==> config.mk <==
export PLATFORM = sky130hd
export DESIGN_NAME = i2c_master_line_sequencer
export DESIGN_NICKNAME = d
export VERILOG_FILES = /design/src/hdl/i2cms_pkg.sv /design/src/hdl/i2cms_regs.sv /design/src/hdl/i2cms_step.sv /design/src/hdl/i2c_master_line_sequencer.sv
export VERILOG_INCLUDE_DIRS = /design/src /design/src/hdl
export SDC_FILE = /design/constraint.sdc
export NUM_CORES = 1
export LEC_CHECK = 0
export ABC_AREA = 1
export BUFFER_PORTS_ARGS = -buffer_cell sky130_fd_sc_hd__buf_2
export CELL_PAD_IN_SITES_DETAIL_PLACEMENT = 0
export CELL_PAD_IN_SITES_GLOBAL_PLACEMENT = 1
export CORE_UTILIZATION = 40
export DETAILED_ROUTE_END_ITERATION = 8
export PLACE_DENSITY = 0.84
export SLEW_MARGIN = 20
export SYNTH_ARGS = -nofsm -noshare
export SYNTH_HDL_FRONTEND = slang
export SYNTH_HIERARCHICAL = 1
export SYNTH_SLANG_ARGS = --single-unit
==> constraint.sdc <==
create_clock -name clk -period 7.6 [get_ports clk]
set_input_delay 1.14 -clock clk [delete_from_list [all_inputs] [get_ports clk]]
set_output_delay 1.14 -clock clk [all_outputs]
set_load 0.1 [all_outputs]
==> src/hdl/i2c_master_line_sequencer_assert.svh <==
// Assertion macros for the I2C master line sequencer.
// Expects a clock named clk and a synchronous active-high reset named rst in scope.
`ifndef I2C_MASTER_LINE_SEQUENCER_ASSERT_SVH
`define I2C_MASTER_LINE_SEQUENCER_ASSERT_SVH

// Same-cycle implication, checked at every rising clock edge outside reset.
`define I2CMS_ASSERT_NOW(lbl, ante, cons, msg) \
  lbl: assert property (@(posedge clk) disable iff (rst) (ante) |-> (cons)) \
    else $error(msg);

// Next-cycle implication, checked at every rising clock edge outside reset.
`define I2CMS_ASSERT_NEXT(lbl, ante, cons, msg) \
  lbl: assert property (@(posedge clk) disable iff (rst) (ante) |=> (cons)) \
    else $error(msg);

`endif

==> src/hdl/i2cms_pkg.sv <==
// Shared types and constants of the I2C master line sequencer.
// No dependencies; used by every module of the block.
`timescale 1ns / 1ps
`default_nettype none

package i2cms_pkg;

  localparam int ACTION_W = 3;
  localparam int BYTE_W   = 8;
  localparam int TOUT_W   = 9;
  localparam int HOLD_W   = 8;
  localparam int BITCNT_W = 4;

  localparam logic [ACTION_W-1:0] ACT_NONE  = 3'd0;
  localparam logic [ACTION_W-1:0] ACT_START = 3'd1;
  localparam logic [ACTION_W-1:0] ACT_STOP  = 3'd2;
  localparam logic [ACTION_W-1:0] ACT_WRITE = 3'd3;
  localparam logic [ACTION_W-1:0] ACT_READ  = 3'd4;
  localparam logic [ACTION_W-1:0] ACT_WAIT  = 3'd5;

  localparam int REG_IDX_W = 2;
  localparam logic [REG_IDX_W-1:0] REG_ACK_TIMEOUT = 2'd0;
  localparam logic [REG_IDX_W-1:0] REG_EDGE_HOLD   = 2'd1;
  localparam logic [REG_IDX_W-1:0] REG_BIT_PHASE   = 2'd2;

  localparam logic [TOUT_W-1:0] ACK_TIMEOUT_RST = 9'd300;
  localparam logic [HOLD_W-1:0] EDGE_HOLD_RST   = 8'd5;
  localparam logic [HOLD_W-1:0] BIT_PHASE_RST   = 8'd2;

  localparam logic [BITCNT_W-1:0] BITS_PER_BYTE = 4'd8;

  typedef struct packed {
    logic [TOUT_W-1:0] ack_timeout;
    logic [HOLD_W-1:0] edge_hold_ticks;
    logic [HOLD_W-1:0] bit_phase_ticks;
  } cfg_t;

  typedef struct packed {
    logic [ACTION_W-1:0] action;
    logic [BYTE_W-1:0]   tx_byte;
    logic                send_ack;
    logic                sda_in;
  } req_t;

  typedef struct packed {
    logic              scl_out;
    logic              sda_out;
    logic              busy_res;
    logic              done_res;
    logic [BYTE_W-1:0] rx_byte;
    logic              ack_missing;
  } res_t;

endpackage

`default_nettype wire

==> src/hdl/i2cms_regs.sv <==
// APB register file holding the timeout and hold counts of the sequencer.
// Depends on i2cms_pkg.
`timescale 1ns / 1ps
`default_nettype none

module i2cms_regs import i2cms_pkg::*; (
  input  wire logic        clk,
  input  wire logic        rst,
  input  wire logic        psel,
  input  wire logic        penable,
  input  wire logic        pwrite,
  input  wire logic [3:0]  paddr,
  input  wire logic [31:0] pwdata,
  output logic [31:0]      prdata,
  output logic             pready,
  output cfg_t             cfg
);

  logic                 wr_en;
  logic [REG_IDX_W-1:0] reg_idx;

  assign pready  = 1'b1;
  assign reg_idx = paddr[3:2];
  assign wr_en   = psel && penable && pwrite && pready;

  always_ff @(posedge clk) begin
    if (rst) begin
      cfg.ack_timeout     <= ACK_TIMEOUT_RST;
      cfg.edge_hold_ticks <= EDGE_HOLD_RST;
      cfg.bit_phase_ticks <= BIT_PHASE_RST;
    end else if (wr_en) begin
      unique case (reg_idx)
        REG_ACK_TIMEOUT: cfg.ack_timeout     <= pwdata[TOUT_W-1:0];
        REG_EDGE_HOLD:   cfg.edge_hold_ticks <= pwdata[HOLD_W-1:0];
        REG_BIT_PHASE:   cfg.bit_phase_ticks <= pwdata[HOLD_W-1:0];
        default: ;
      endcase
    end
  end

  always_comb begin
    unique case (reg_idx)
      REG_ACK_TIMEOUT: prdata = {{(32-TOUT_W){1'b0}}, cfg.ack_timeout};
      REG_EDGE_HOLD:   prdata = {{(32-HOLD_W){1'b0}}, cfg.edge_hold_ticks};
      REG_BIT_PHASE:   prdata = {{(32-HOLD_W){1'b0}}, cfg.bit_phase_ticks};
      default:         prdata = 32'd0;
    endcase
  end

endmodule

`default_nettype wire

==> src/hdl/i2cms_step.sv <==
// Line sequencer state machine: advances one step for each tick request.
// Depends on i2cms_pkg; gives the result of the tick combinationally.
`timescale 1ns / 1ps
`default_nettype none

module i2cms_step import i2cms_pkg::*; (
  input  wire logic clk,
  input  wire logic rst,
  input  wire logic en,
  input  wire req_t req,
  input  wire cfg_t cfg,
  output res_t      res
);

  typedef enum logic [3:0] {
    S_IDLE, S_START_A, S_START_B, S_STOP_A, S_STOP_B, S_STOP_C,
    S_WR_SET, S_WR_HIGH, S_WR_LOW, S_RD_SET, S_RD_HIGH, S_RD_LOW,
    S_AK_SET, S_AK_HIGH, S_WA_SET, S_WA_POLL
  } state_t;

  state_t              state, state_next;
  logic [HOLD_W-1:0]   tick_count, tick_count_next;
  logic [BITCNT_W-1:0] bit_count, bit_count_next;
  logic [BYTE_W-1:0]   shift_reg, shift_reg_next;
  logic [TOUT_W-1:0]   poll_count, poll_count_next;
  logic                ack_choice, ack_choice_next;
  logic                scl_level, scl_level_next;
  logic                sda_level, sda_level_next;
  logic [BYTE_W-1:0]   rx_held, rx_held_next;
  logic                ack_flag, ack_flag_next;
  logic                done;

  logic [HOLD_W-1:0]   hold;
  logic [HOLD_W-1:0]   tick_inc;
  logic                over;
  logic [BITCNT_W-1:0] bit_inc;

  always_comb begin
    unique case (state)
      S_START_A, S_START_B, S_STOP_A, S_STOP_B, S_STOP_C: hold = cfg.edge_hold_ticks;
      default: hold = cfg.bit_phase_ticks;
    endcase
  end

  assign tick_inc = tick_count + 1'b1;
  assign over     = (tick_inc >= hold);
  assign bit_inc  = bit_count + 1'b1;

  always_comb begin
    state_next      = state;
    tick_count_next = over ? '0 : tick_inc;
    bit_count_next  = bit_count;
    shift_reg_next  = shift_reg;
    poll_count_next = poll_count;
    ack_choice_next = ack_choice;
    scl_level_next  = scl_level;
    sda_level_next  = sda_level;
    rx_held_next    = rx_held;
    ack_flag_next   = ack_flag;
    done            = 1'b0;
    unique case (state)
      S_IDLE: begin
        tick_count_next = '0;
        case (req.action)
          ACT_START: begin
            sda_level_next = 1'b1;
            scl_level_next = 1'b1;
            state_next     = S_START_A;
          end
          ACT_STOP: begin
            sda_level_next = 1'b0;
            scl_level_next = 1'b0;
            state_next     = S_STOP_A;
          end
          ACT_WRITE: begin
            bit_count_next = '0;
            scl_level_next = 1'b0;
            sda_level_next = req.tx_byte[BYTE_W-1];
            shift_reg_next = {req.tx_byte[BYTE_W-2:0], 1'b0};
            state_next     = S_WR_SET;
          end
          ACT_READ: begin
            sda_level_next  = 1'b1;
            scl_level_next  = 1'b0;
            shift_reg_next  = '0;
            bit_count_next  = '0;
            ack_choice_next = req.send_ack;
            state_next      = S_RD_SET;
          end
          ACT_WAIT: begin
            scl_level_next  = 1'b0;
            sda_level_next  = 1'b1;
            poll_count_next = '0;
            state_next      = S_WA_SET;
          end
          default: ;
        endcase
      end
      S_START_A: if (over) begin
        sda_level_next = 1'b0;
        state_next     = S_START_B;
      end
      S_START_B: if (over) begin
        scl_level_next = 1'b0;
        state_next     = S_IDLE;
        done           = 1'b1;
      end
      S_STOP_A: if (over) begin
        scl_level_next = 1'b1;
        state_next     = S_STOP_B;
      end
      S_STOP_B: if (over) begin
        sda_level_next = 1'b1;
        state_next     = S_STOP_C;
      end
      S_STOP_C: if (over) begin
        state_next = S_IDLE;
        done       = 1'b1;
      end
      S_WR_SET: if (over) begin
        scl_level_next = 1'b1;
        state_next     = S_WR_HIGH;
      end
      S_WR_HIGH: if (over) begin
        scl_level_next = 1'b0;
        state_next     = S_WR_LOW;
      end
      S_WR_LOW: if (over) begin
        bit_count_next = bit_inc;
        if (bit_inc >= BITS_PER_BYTE) begin
          state_next = S_IDLE;
          done       = 1'b1;
        end else begin
          scl_level_next = 1'b0;
          sda_level_next = shift_reg[BYTE_W-1];
          shift_reg_next = {shift_reg[BYTE_W-2:0], 1'b0};
          state_next     = S_WR_SET;
        end
      end
      S_RD_SET: if (over) begin
        scl_level_next = 1'b1;
        shift_reg_next = {shift_reg[BYTE_W-2:0], req.sda_in};
        state_next     = S_RD_HIGH;
      end
      S_RD_HIGH: if (over) begin
        scl_level_next = 1'b0;
        state_next     = S_RD_LOW;
      end
      S_RD_LOW: if (over) begin
        bit_count_next = bit_inc;
        scl_level_next = 1'b0;
        if (bit_inc >= BITS_PER_BYTE) begin
          rx_held_next   = shift_reg;
          sda_level_next = !ack_choice;
          state_next     = S_AK_SET;
        end else begin
          state_next = S_RD_SET;
        end
      end
      S_AK_SET: if (over) begin
        scl_level_next = 1'b1;
        state_next     = S_AK_HIGH;
      end
      S_AK_HIGH: if (over) begin
        scl_level_next = 1'b0;
        state_next     = S_IDLE;
        done           = 1'b1;
      end
      S_WA_SET: begin
        tick_count_next = '0;
        scl_level_next  = 1'b1;
        state_next      = S_WA_POLL;
      end
      S_WA_POLL: begin
        tick_count_next = tick_count;
        if (!req.sda_in) begin
          scl_level_next = 1'b0;
          ack_flag_next  = 1'b0;
          state_next     = S_IDLE;
          done           = 1'b1;
        end else if (poll_count >= cfg.ack_timeout) begin
          ack_flag_next   = 1'b1;
          sda_level_next  = 1'b0;
          scl_level_next  = 1'b0;
          tick_count_next = '0;
          state_next      = S_STOP_A;
        end else begin
          poll_count_next = poll_count + 1'b1;
        end
      end
      default: state_next = S_IDLE;
    endcase
  end

  always_ff @(posedge clk) begin
    if (rst) begin
      state      <= S_IDLE;
      tick_count <= '0;
      bit_count  <= '0;
      shift_reg  <= '0;
      poll_count <= '0;
      ack_choice <= 1'b0;
      scl_level  <= 1'b1;
      sda_level  <= 1'b1;
      rx_held    <= '0;
      ack_flag   <= 1'b0;
    end else if (en) begin
      state      <= state_next;
      tick_count <= tick_count_next;
      bit_count  <= bit_count_next;
      shift_reg  <= shift_reg_next;
      poll_count <= poll_count_next;
      ack_choice <= ack_choice_next;
      scl_level  <= scl_level_next;
      sda_level  <= sda_level_next;
      rx_held    <= rx_held_next;
      ack_flag   <= ack_flag_next;
    end
  end

  assign res.scl_out     = scl_level_next;
  assign res.sda_out     = sda_level_next;
  assign res.busy_res    = (state_next != S_IDLE);
  assign res.done_res    = done;
  assign res.rx_byte     = rx_held_next;
  assign res.ack_missing = ack_flag_next;

endmodule

`default_nettype wire

==> src/hdl/i2c_master_line_sequencer.sv <==
// A tick request passes the input register and then the result register; the
// block takes one tick request per cycle while the output is not stalled.
// The sequencer state advances once per request, in the cycle the request leaves
// the input register; a stalled output holds both stages.
// Reset is synchronous: lines released, sequencer idle, registers at defaults.
// Depends on i2cms_pkg, i2cms_regs, i2cms_step and the assertion macro header.
`timescale 1ns / 1ps
`default_nettype none

`include "i2c_master_line_sequencer_assert.svh"

module i2c_master_line_sequencer import i2cms_pkg::*; (
  input  wire logic        clk,
  input  wire logic        rst,
  input  wire logic        s_tvalid,
  output logic             s_tready,
  input  wire logic [15:0] s_tdata,   // tx_byte[7:0], send_ack[8], sda_in[9], zero pad
  input  wire logic [2:0]  s_tuser,   // action[2:0]
  output logic             m_tvalid,
  input  wire logic        m_tready,
  output logic [15:0]      m_tdata,   // scl_out[0], sda_out[1], busy_res[2],
                                      // done_res[3], rx_byte[11:4], ack_missing[12]
  input  wire logic        psel,
  input  wire logic        penable,
  input  wire logic        pwrite,
  input  wire logic [3:0]  paddr,
  input  wire logic [31:0] pwdata,
  output logic [31:0]      prdata,
  output logic             pready
);

  cfg_t cfg;
  req_t in_req;
  logic in_valid;
  res_t step_res;
  res_t out_res;
  logic advance;
  logic out_free;

  i2cms_regs u_regs (
    .clk     (clk),
    .rst     (rst),
    .psel    (psel),
    .penable (penable),
    .pwrite  (pwrite),
    .paddr   (paddr),
    .pwdata  (pwdata),
    .prdata  (prdata),
    .pready  (pready),
    .cfg     (cfg)
  );

  assign out_free = !m_tvalid || m_tready;
  assign advance  = in_valid && out_free;
  assign s_tready = !in_valid || out_free;

  always_ff @(posedge clk) begin
    if (rst) begin
      in_valid <= 1'b0;
    end else if (s_tready) begin
      in_valid <= s_tvalid;
    end
  end

  always_ff @(posedge clk) begin
    if (s_tready && s_tvalid) begin
      in_req.action   <= s_tuser;
      in_req.tx_byte  <= s_tdata[7:0];
      in_req.send_ack <= s_tdata[8];
      in_req.sda_in   <= s_tdata[9];
    end
  end

  i2cms_step u_step (
    .clk (clk),
    .rst (rst),
    .en  (advance),
    .req (in_req),
    .cfg (cfg),
    .res (step_res)
  );

  always_ff @(posedge clk) begin
    if (rst) begin
      m_tvalid <= 1'b0;
    end else if (out_free) begin
      m_tvalid <= in_valid;
    end
  end

  always_ff @(posedge clk) begin
    if (advance) begin
      out_res <= step_res;
    end
  end

  assign m_tdata = {3'b000, out_res.ack_missing, out_res.rx_byte, out_res.done_res,
                    out_res.busy_res, out_res.sda_out, out_res.scl_out};

  `I2CMS_ASSERT_NOW(a_done_not_busy, m_tvalid && out_res.done_res, !out_res.busy_res,
    "Result marks done while still busy.")
  `I2CMS_ASSERT_NEXT(a_drain, m_tvalid && m_tready && !in_valid, !m_tvalid,
    "Result stage did not drain with the input stage empty.")
  `I2CMS_ASSERT_NOW(a_stall_holds, !s_tready, in_valid && m_tvalid && !m_tready,
    "Input side stalled without a pending request on both stages.")

endmodule

`default_nettype wire
; Word level (Yosys, flattened, before mapping)
; Cells that the tools add are included.
[op_classes]
addsub = 3
reduce_logical = 32
n_eq_ne = 32
order_cmp = 3
n_mux = 64
[op_table]
columns = cell, count
row1 = 2-to-1 mux 8 bit, 10
row2 = 2-to-1 mux 4 bit, 15
row3 = one-hot mux 4 bit (14 select lines), 1
row4 = "== test 4 bit, second input constant", 8
row5 = one-hot mux 8 bit (2 select lines), 2
row6 = 2-to-1 mux 9 bit, 3
row7 = one-hot mux 9 bit (3 select lines), 1
row8 = one-hot mux 8 bit (3 select lines), 1
row9 = 2-to-1 mux 1 bit, 21
row10 = one-hot mux 4 bit (5 select lines), 1
row11 = one-hot mux 9 bit (2 select lines), 1
row12 = "== test 4 x 3 -> 1 bit, second input constant", 4
row13 = one-hot mux 1 bit (6 select lines), 2
row14 = "!= test 2 bit, second input constant", 5
row15 = OR reduction 5 bit, 2
row16 = "adder 9 x 1 -> 9 bit, second input constant", 1
row17 = >= comparator 9 bit, 1
row18 = "adder 8 x 1 -> 8 bit, second input constant", 1
row19 = "== test 4 x 2 -> 1 bit, second input constant", 2
row20 = >= comparator 8 bit, 1
row21 = "!= test 2 x 1 -> 1 bit, second input constant", 4
row22 = one-hot mux 4 bit (2 select lines), 1
row23 = OR reduction 4 bit, 2
row24 = "== test 3 x 2 -> 1 bit, second input constant", 2
row25 = 26 further kinds, 42
[totals]
word_cells = 159
regBits = 98
output_inout_bits = 51
inputBits = 62

; Depth between registers and ports, before layout
[logic_depth]
depth_word = 7
depth_mapped = 23
depth_no_buf = 23

; By module
; Netlist, hierarchy kept.
[by_module_without_submodules]
columns = mod, instances, cells_per_inst, seq_area_each_um2, area_per_inst_um2
row1 = i2cms_step, 1, 572, 900.9, 3718.6
row2 = i2cms_regs, 1, 211, 500.5, 1401.3
row3 = i2c_master_line_sequencer, 1, 42, 820.8, 898.4

; Least setup slack after synthesis
; OpenSTA, ideal clock, no wires.
[synth_timing]
path_kind = input-to-output
start = input port paddr[3]
end = output port prdata[8]
slack_ns = 3.889
path_buffers = 0
required_ns = 6.460
arrival_time_ns = 2.571
stages = 3
path_cell_list = inv_2 -> nand2_1 -> nor2_1
[synth_between]
elab_chain_len = 2
word_cells_on_any_way = 4
classes_between = eq/ne: 2 / mux: 1 / reduce/logical: 1
[synth_lines]
columns = element, line_no
row1 = from (decl), i2c_master_line_sequencer.sv:26  ; input wire logic [3:0] paddr,
row2 = == test 2 bit (tied with other cells), i2cms_regs.sv:42  ; unique case (reg_idx)
row3 = one-hot mux 9 bit (3 select lines) *, i2cms_regs.sv:42
row4 = to (decl), i2c_master_line_sequencer.sv:28  ; output logic [31:0] prdata,
; Mark *: on every way between the ends. The rest lies on a longest branch, timed or not.

; Final worst setup path
[layout_timing]
start = input port paddr[2]
end = output port prdata[4]
; Same word-level chain as after synthesis.

==> run summary <==
The flow ran to the end, and the final reports show no timing, DRC or antenna violations. The tree is rooted in a sky130_fd_sc_hd__clkbuf_16. The final cell count without fillers came out at about 1100. After synthesis, the netlist uses 44 different library cells. The async set-reset flop share out of synthesis is 0%. The count of buffering cells on the critical path with inverters included is 2. The post-synthesis instance total is 825. Clock-pin slew was measured on the worst setup and hold paths at 0.08 ns. The tightest min-delay check is of the reg -> reg type. The later pin in the worst-skew pair is clocked with a latency of 0.36 ns. In this run, placement finished with an instance count of ~1000. Sequential elements use a little under two fifths of the synthesized area. The global-route wire length before repair is 22800 um. The total die area came out at approximately 16000 um2.

The net count of the finished layout is between 900 and 1000. The fill cell instance count of the final layout is 1526. Buffers inserted to repair hold after CTS numbered 0. For this run, the leading register cell type out of synthesis is sky130_fd_sc_hd__dfxtp_1. Leaving out fill and tap cells, the most frequent cell in the layout is sky130_fd_sc_hd__nand2_1.

The final clock period utilization by the worst path is between 50% and 60%. The routed length per instance is approximately 13 um. Global routing finished with a remaining overflow of 0. The initial utilization of the core area, before any placement, comes to between 40% and 50%. The number of post-CTS setup repair buffers came out at 0.

The synthesis-to-finish area growth is 8.81%. The count of yosys warnings during synthesis came out at 6. The cell area power density came out at between 200 and 250 nW/um2. In the global route stage, met2 resource usage came out at 28.0%. The worst setup path is captured at an output pin. The peak-usage layer in the global routing report is met2. Setup repair after global routing left no endpoint under its margin. The number of flip-flops under the largest register name is 25. The data arrival time of the critical path is between 2 and 3 ns. The repair_antennas step left the layout with diodes totalling 0. The number of gates resized after CTS is 0. The minimum clock period after layout is around 3.9 ns. In this run the register-to-register setup slack is approximately 3.8 ns.

The pin count of the biggest net entering global routing is 39. Routability-driven placement finished with a final weighted congestion of between 0.8 and 0.9. Walking the worst path, the cells encountered are buf_2 > nor2_1 > nand2_1 > nand3_1 > buf_2.

The maximum number of buffers from clock root to sink is 2. The combined area of all synthesized cells is around 6000 um2. The wire length reported by the detailed router came out at between 10000 and 15000 um. The tightest hold path in the finished design has a slack of between 0.4 and 0.5 ns. The worst hold path begins at u_step/shift_reg[7]. The number of antenna violations at the first check in global routing came out at 0. Global routing consumed, on the met1 layer, approximately a quarter of the routing resources. The total number of vias is 5089. In the final layout, the share of cells above drive strength 1 is 15.5%.

The longest individual stage delay on the worst path is 0.73 ns. The count of pins on the block boundary is 113. TritonCTS created 9 clock buffers.

The first detailed-routing pass ran for 4 iterations. The peak fanout along the critical path came out at 14. The number of global-route vias before repair is 4579. The number of cells on the worst hold path came out at 2. The clock arrives with a little over 0.01 ns of skew.

The sequential cell area in the final layout came out at ~2200 um2. The count of endpoints failing setup in the final report came out at 0. For this run, design rule violations remaining after detail routing come to 0. Once layout is complete, the utilization of the core stands at roughly 45%. The most frequent cell on the critical path is sky130_fd_sc_hd__buf_2. The DRC marker count from the first detailed-route iteration came out at around 290. The clock tree from TritonCTS is done.

The total routing resource utilization after global routing is a little under a fifth. The number of H-tree branching levels came out at 3. The mean post-synth cell area came out at around 7.3 um2. The worst setup path category is in -> out. The synthesized design contains 98 register bits.

The hold-critical path endpoint is u_step/shift_reg[7]. The largest individual stage delay along the critical path comes from the cell sky130_fd_sc_hd__nor2_1. Adding up every negative setup slack in the final design gives 0 ns. The count of buffers added on input and output ports is 54. The final-report hold violation count came to 0. The library cells used most frequently in the layout, excluding fill and tap cells, are 204 x sky130_fd_sc_hd__nand2_1, 95 x sky130_fd_sc_hd__inv_1, 88 x sky130_fd_sc_hd__nor2_1.

Max-cap violations in this run came to 0. The antenna violation net count after detailed routing came out at 0. The number of slew-limit violations in the final report came out at 0.

The required time of the worst setup path is approximately 6.5 ns. The count of clock tree sinks came out at about 100. The cell class contributing the biggest share of worst-path delay is simple AND/OR/NAND/NOR gates. For the pin with the worst max-slew slack, the measured transition is roughly 0.94 ns. The largest register by flop count is u_regs/cfg.

The vias per cell came out at approximately 4.8. Global routing used 3.14% of the available met3 tracks. The analysis attributes to cell leakage a power of between 3 and 4 nW. The endpoint identified for the worst register-to-register timing path is m_tdata[2].

The half-perimeter wire length after placement is between 9000 and 10000 um. The number of flops mapped to enable cells by yosys came out at 26. The width of the die came out at between 100 and 150 um. The worst register-to-register path begins at u_step/state[0]. The peak supply drop came out at between 0.1 and 0.15 mV. From bottom edge to top edge, the die measures 125 um. The footprint of the multi-input gates is 3110 um2.

The achievable clock frequency came out at approximately 260 MHz. The worst setup path is launched from a primary input. Counting cells, the worst reg-to-reg path comes to 17.

The headroom to the max-slew limit is between 30% and 40%. After floorplanning, the core was divided into 44 placement rows. The placeable core region came out at between 10000 and 15000 um2.
[final cells by class]
cell class | instances | area share [%]
Timing Repair Buffer | 56 | 4.36
Sequential cell | 98 | 33.9
Clock buffer | 9 | 3.44
Inverter | 105 | 6.02
Tap cell | 184 | 3.52
Clock inverter | 7 | 1.28
Multi-Input combinational cell | 592 | 47.5
[synthesized netlist by cell type (7+ instances only)]
library cell,n,area (um2)
sky130_fd_sc_hd__inv_1,95,357
sky130_fd_sc_hd__inv_2,10,37.5
sky130_fd_sc_hd__nor2_1,88,330
sky130_fd_sc_hd__o21ai_0,24,120
sky130_fd_sc_hd__clkbuf_1,9,33.8
sky130_fd_sc_hd__buf_4,36,270
sky130_fd_sc_hd__a21oi_1,53,265
sky130_fd_sc_hd__mux2i_1,7,70.1
sky130_fd_sc_hd__o21ai_1,12,60.1
sky130_fd_sc_hd__nor3_1,8,40.0
sky130_fd_sc_hd__edfxtp_1,26,781
sky130_fd_sc_hd__nand3_1,70,350
sky130_fd_sc_hd__nand2_1,204,766
sky130_fd_sc_hd__dfxtp_1,72,1440
sky130_fd_sc_hd__o21ai_2,9,78.8
sky130_fd_sc_hd__ha_1,22,275
sky130_fd_sc_hd__nor2_4,12,135
[kinds of logic after synthesis]
kind of cell    Yosys count  share of synthesized area (%)
flops                    98                           36.9
other cells               3                          0.187
simple gates            414                           31.9
xor+xnor                  9                           1.31
mux                       8                           1.35
compound gates          112                           10.8
buf+inv                 159                           13.0
fa+ha+maj                22                           4.57
[worst register-to-register path, cell delays in order (launching register included)]
cell and delay [ns]:
sky130_fd_sc_hd__dfxtp_1 0.56, sky130_fd_sc_hd__inv_2 0.13, sky130_fd_sc_hd__nor2_4 0.20, sky130_fd_sc_hd__nand2_1 0.10, sky130_fd_sc_hd__nand2_1 0.10, sky130_fd_sc_hd__a21oi_1 0.08, sky130_fd_sc_hd__o21ai_4 0.21, sky130_fd_sc_hd__mux2i_1 0.39
sky130_fd_sc_hd__ha_1 0.31, sky130_fd_sc_hd__a21o_1 0.21, sky130_fd_sc_hd__nor2_4 0.18, sky130_fd_sc_hd__nand3_2 0.31, sky130_fd_sc_hd__inv_1 0.32, sky130_fd_sc_hd__nand2_1 0.08, sky130_fd_sc_hd__nand2_1 0.09, sky130_fd_sc_hd__nand3_1 0.07
sky130_fd_sc_hd__nor2_1 0.13, sky130_fd_sc_hd__nand2_1 0.07
[worst max-delay path by stage]
stage	start	to	cells past startpoint
2_1_floorplan	paddr[3]	prdata[8]	3
3_3_place_gp	paddr[2]	prdata[4]	5
3_5_place_dp	paddr[2]	prdata[4]	5
4_1_cts	paddr[2]	prdata[4]	5
5_1_grt	u_step/state[0]	m_tdata[2]	17
6_report	paddr[2]	prdata[4]	5
[power breakdown]
group          leakage, nW  switching (W)  total (W)  internal, W
clock network        0.150       0.000219   0.000480     0.000262
registers            0.838      0.0000168   0.000577     0.000561
logic                 2.15       0.000263   0.000337    0.0000741
total                 3.14       0.000498    0.00139     0.000897
[metrics by stage]
stage                     power [W]  instance area, um2  setup WS [ns]
after floorplan            0.000884                6110           3.89
after global placement     0.000924                6240           3.70
after CTS                   0.00141                6550           3.71
after global routing        0.00146                6550           3.53
after detailed placement   0.000925                6240           3.74
final                       0.00139                6550           3.73
[routing by layer]
metal | vias up | part of all wire [%]
met5 | - | 0
met4 | 0 | 1.0
met3 | 10 | 3.3
met2 | 92 | 45
met1 | 2322 | 51
li1 | 2665 | -
(Power assumes the default switching activity.)
